**config.mk**
```make
export PLATFORM = sky130hd
export DESIGN_NAME = sbh_sampler
export DESIGN_NICKNAME = d
export VERILOG_FILES = /design/src/hw/rtl/sbh_pkg.sv /design/src/hw/rtl/sbh_sampler.sv
export VERILOG_INCLUDE_DIRS = /design/src /design/src/hw/rtl
export SDC_FILE = /design/constraint.sdc
export NUM_CORES = 1
export LEC_CHECK = 0
export BUFFER_PORTS_ARGS = -buffer_cell sky130_fd_sc_hd__buf_4
export CAP_MARGIN = 10
export CORE_ASPECT_RATIO = 0.75
export CORE_UTILIZATION = 48
export CTS_BUF_LIST = sky130_fd_sc_hd__clkbuf_4 sky130_fd_sc_hd__clkbuf_8 sky130_fd_sc_hd__clkbuf_16
export DETAILED_ROUTE_END_ITERATION = 6
export PLACE_DENSITY_LB_ADDON = 0.08
export SETUP_SLACK_MARGIN = 0.2
export SLEW_MARGIN = 20
export SYNTH_ARGS = -nofsm -noshare
export SYNTH_HDL_FRONTEND = slang
export SYNTH_SLANG_ARGS = --single-unit
```
**constraint.sdc**
```tcl
create_clock -name clk -period 3.48 [get_ports clk]
set_input_delay 0.522 -clock clk [delete_from_list [all_inputs] [get_ports clk]]
set_output_delay 0.522 -clock clk [all_outputs]
set_load 0.05 [all_outputs]
```
**src/hw/rtl/assert_macros.svh**
```systemverilog
// Assertion macros shared by the histogram RTL.
`ifndef ASSERT_MACROS_SVH
`define ASSERT_MACROS_SVH

`ifndef ASSERT_OFF
// Same-cycle implication, disabled while reset is asserted.
`define ASSERT_IMPL(lbl, clk, rst_n, ante, cons) \
	lbl: assert property (@(posedge clk) disable iff (!rst_n) (ante) |-> (cons)) \
		else $error("assertion failed");
// Next-cycle implication, disabled while reset is asserted.
`define ASSERT_NEXT(lbl, clk, rst_n, ante, cons) \
	lbl: assert property (@(posedge clk) disable iff (!rst_n) (ante) |=> (cons)) \
		else $error("assertion failed");
`else
`define ASSERT_IMPL(lbl, clk, rst_n, ante, cons)
`define ASSERT_NEXT(lbl, clk, rst_n, ante, cons)
`endif

`endif

```
**src/hw/rtl/sbh_pkg.sv**
```systemverilog
// Shared types and constants of the sampled byte histogram.
package sbh_pkg;

	// Histogram geometry and field widths.
	localparam int NUM_BINS      = 256;
	localparam int BIN_W         = 8;
	localparam int PERIOD_W      = 16;
	localparam int OUT_COUNT_W   = 32;
	localparam int COUNT_W_DEF   = 32;

	// Operation codes carried by an input word.
	typedef enum logic {
		OP_BYTE = 1'b0,
		OP_READ = 1'b1
	} op_t;

	// Contents of the single processing stage.
	typedef struct packed {
		logic             vld;
		logic             rd;
		logic             smp;
		logic [BIN_W-1:0] addr;
	} stg_t;

endpackage

```
**src/hw/rtl/sbh_sampler.sv**
```systemverilog
// Sample period register and in-packet position tracking.
module sbh_sampler (
	input  logic                         clk,
	input  logic                         arst_n,
	input  logic                         upd,
	input  logic                         last,
	input  logic                         wr_en,
	input  logic [sbh_pkg::PERIOD_W-1:0] wr_data,
	output logic                         smp
);
	import sbh_pkg::*;

	logic [PERIOD_W-1:0] period_q;
	logic [PERIOD_W-1:0] pos_q;
	logic [PERIOD_W-1:0] period_eff;
	logic [PERIOD_W-1:0] pos_nxt;

	// A zero period behaves as one.
	assign period_eff = (period_q == '0) ? PERIOD_W'(1) : period_q;
	assign pos_nxt    = pos_q + PERIOD_W'(1);
	assign smp        = (pos_q == '0);

	// Period register and position counter.
	always_ff @(posedge clk or negedge arst_n) begin
		if (!arst_n) begin
			period_q <= PERIOD_W'(1);
			pos_q    <= '0;
		end else begin
			if (wr_en) begin
				period_q <= wr_data;
			end
			if (upd) begin
				if (last || (pos_nxt >= period_eff)) begin
					pos_q <= '0;
				end else begin
					pos_q <= pos_nxt;
				end
			end
		end
	end

	`include "assert_macros.svh"

	`ASSERT_NEXT(a_last_restarts, clk, arst_n, upd && last, pos_q == '0)

endmodule

```
==> run_results.csv <==
group,metric,value,unit
logic_synthesis,syn_area,1960,um^2
cts,cts_tree,"yes",
setup_path,reg2reg_to,"pos_q[11]",
cells_and_area,finalNetCount,259,
cts,worst_skew_pair.late_latency,0.29,ns
drt,routedWlPerCell,16.0,um
cts,clk_path_buf_depth,2,
drt,drt_wl_total,4370,um
drt,dr.first_iter.drc_count,131,
floorplan,die_y,57.3,um
place,placed_cell_area,2150,um^2
cells_and_area,n_antenna_cell,0,
timing,skew,0.00864,ns
drt,vias,1585,
logic_synthesis,synthAdderAreaFrac,0.115,
cts,numCtsBuffers,5,
setup_path,reg2regPathDepth,9,
run,cap_viol_max_count,0,
floorplan,core_area,3780,um^2
global_routing,antenna_found_initial,0,
setup_path,worstPathRequired,3.69,ns
place,gp_congestion,0.864,
floorplan,row_count,19,
cells_and_area,multi_input_area,1040,um^2
logic_synthesis,synth_top_family_by_area,"simple AND/OR/NAND/NOR gates",
global_routing,grt.overflow.total,0,
setup_path,startpoint,"pos_q[5]",
logic_synthesis,synth_largest_area_cell,"dfrtp_1",
setup_path,r2r_slack,0.54,ns
floorplan,dieArea,4340,um^2
timing,fin_crit_sh,0.844,
cells_and_area,drive_gt1_frac,0.199,
global_routing,gr-usage-met2,0.349,
cts,hold_buffers,0,
logic_synthesis,syn_area_per_cell,9.89,um^2
hold_path,hp-class,"in -> async",
floorplan,initial_utilization,0.518,
cts,htree_levels,2,
global_routing,grt_usage,0.236,
setup_path,cpMaxStageDelayCell,"o211a_1",
cts,clkSinkCount,32,
setup_path,crit_path_start_kind,"flip-flop",
setup_path,worstPathArrival,3.14,ns
setup_path,endpoint_kind,"flip-flop",
timing,slew_headroom,0.637,
global_routing,grt_use_met3,0.0530,
cells_and_area,syn_to_final_growth,15.3,%
power_and_ir_drop,vdd_ir_drop_max,273,uV
setup_path,cpPeakStageDelay,0.57,ns
logic_synthesis,yosys_warnings,0,
logic_synthesis,syn_nets,237,
place,hpwl,3300,um
logic_synthesis,synth_xor_area_frac,0.0780,
cells_and_area,utilization,0.597,
cells_and_area,mostFrequentLayoutCells,"dfrtp_1 (31), inv_1 (21), buf_4 (21)",
drt,ant_nets,0,
timing,hold_ws,0.161,ns
drt,vias_per_cell,5.81,
floorplan,die_w,75.8,um
cells_and_area,final_area,2260,um^2
status,outcome,"completed",
timing,min_period,2.94,ns
timing,rsz0062_at_grt,"no",
global_routing,grt.busiest_layer,"met2",
logic_synthesis,synth-compound-area-share,0.158,
cells_and_area,layout.area.seq,802,um^2
logic_synthesis,synth_top_area_frac,0.396,
timing,worst_pin_slew,0.545,ns
global_routing,grt_pass1_vias,1570,
logic_synthesis,synth_cells,198,
logic_synthesis,ys_types,38,
global_routing,grt_pass1_wl,7420,um
cts,cts.clk_slew.worst_paths,0.07,ns
global_routing,use_met1,0.336,
logic_synthesis,synth_seq_area_share,0.410,
logic_synthesis,synthMuxAreaShare,0.00575,
timing,tns,0,ns
cells_and_area,final_common_cell,"dfrtp_1",
setup_path,critical_path_class,"reg -> reg",
setup_path,cp_max_fo,17,
power_and_ir_drop,cellLeakagePower,0.00109,uW
drt,drc,0,
logic_synthesis,synth_simple_gate_area_frac,0.175,
setup_path,r2r_start,"pos_q[5]",
timing,hold_viol,0,
global_routing,grt_max_degree,33,
timing,drv_slew,0,
timing,setup_viol,0,
floorplan,io-pin-count,22,
cts,ctsRootBufferMaster,"clkbuf_8",
timing,max_freq,341,MHz
setup_path,crit_chain,"nand4_2 > nor3_2 > nand3_1 > xnor2_2 > ha_1 > a2111oi_0 > o211a_1 > nand4_1 > o211ai_1",
cells_and_area,fillers,323,
place,io_buffers,21,
logic_synthesis,synth-seq-cells,32,
logic_synthesis,synthTopCellsByArea,"dfrtp_1 (40%), ha_1 (12%), a32o_1 (6.1%)",
power_and_ir_drop,powerDensity,374,nW/um^2
drt,first_pass_iters,4,
power by group:
part | total, uW | switching (uW) | internal, uW
Clock | 301 | 135 | 165
Sequential | 410 | 15.8 | 394
Combinational | 134 | 80.9 | 53.3
Total | 845 | 232 | 613
layout make-up:
type	instances	share of cell area
Inverter	21	0.0349
Timing Repair Buffer	22	0.0787
Clock buffer	8	0.0405
Sequential cell	32	0.355
Multi-Input combinational cell	138	0.462
Tap cell	52	0.0288
cell usage after synthesis:
cell	count
nor4b_1	1
xnor2_2	4
a41o_1	1
xor2_1	2
nor3_2	1
nand2_1	20
ha_1	18
dfstp_2	1
nor2_1	6
nand3_1	11
nand4_2	1
a21o_1	1
nand3_2	1
buf_2	1
o21ai_0	20
mux2_2	1
o21a_1	1
o211a_1	1
a2111oi_0	1
inv_1	21
dfrtp_1	31
and4_1	1
nor3_1	2
clkbuf_1	4
buf_4	2
a22oi_2	1
and3_1	2
o211ai_1	1
a32o_2	1
xnor2_1	8
or4_4	2
a21oi_1	3
a32o_1	12
nand4_1	6
nor3b_1	1
nor4_1	5
nor4_2	1
or2_1	1
layer usage:
metal,vias to the layer above,routed length (um)
met1,762,2140
met2,51,1960
met4,0,44
li1,767,-
met5,-,0
met3,5,228
kinds of logic (layout without fill, tap and decap cells):
family,Yosys count,count (layout)
AOI/OAI and AO/OA,43,43
DFF,32,32
and+or+nand+nor,62,62
buffers and inverters,28,51
adders and majority gates,18,18
xor gates and xnor gates,14,14
muxes,1,1
flip-flops by register name, summed over array words and instances, names as in the netlist:
signal / flops
period_q: 16
pos_q: 16
worst max-delay path by stage:
stage / end / slack [ns]
floorplan: pos_q[10] / 0.81
global placement: pos_q[11] / 0.54
detailed placement: pos_q[11] / 0.48
CTS: pos_q[11] / 0.45
global route: pos_q[11] / 0.29
finish: pos_q[11] / 0.54
timing repair:
| item | in CTS | in global routing |
|---|---|---|
| endpoints found under the setup margin | 0 | 1 |
| buffers inserted | 0 | 1 |
| gates resized for setup | 0 | 0 |
critical path: cells and delay by family, from the launching register on:
kind / cells / cell delay, ns
fa+ha+maj: 1 / 0.33
flops: 1 / 0.46
xor+xnor: 1 / 0.17
simple gates: 4 / 0.80
compound gates: 3 / 1.10
per-stage QoR:
| step | setup WS, ns | total power [uW] | std cells |
|---|---|---|---|
| 6_report | 0.544 | 845 | 273 |
| 3_5_place_dp | 0.480 | 551 | 264 |
| 4_1_cts | 0.448 | 849 | 272 |
| 5_1_grt | 0.289 | 888 | 273 |
| 2_1_floorplan | 0.811 | 495 | 198 |
| 3_3_place_gp | 0.545 | 543 | 264 |
Power figures use the tool's default switching activity.
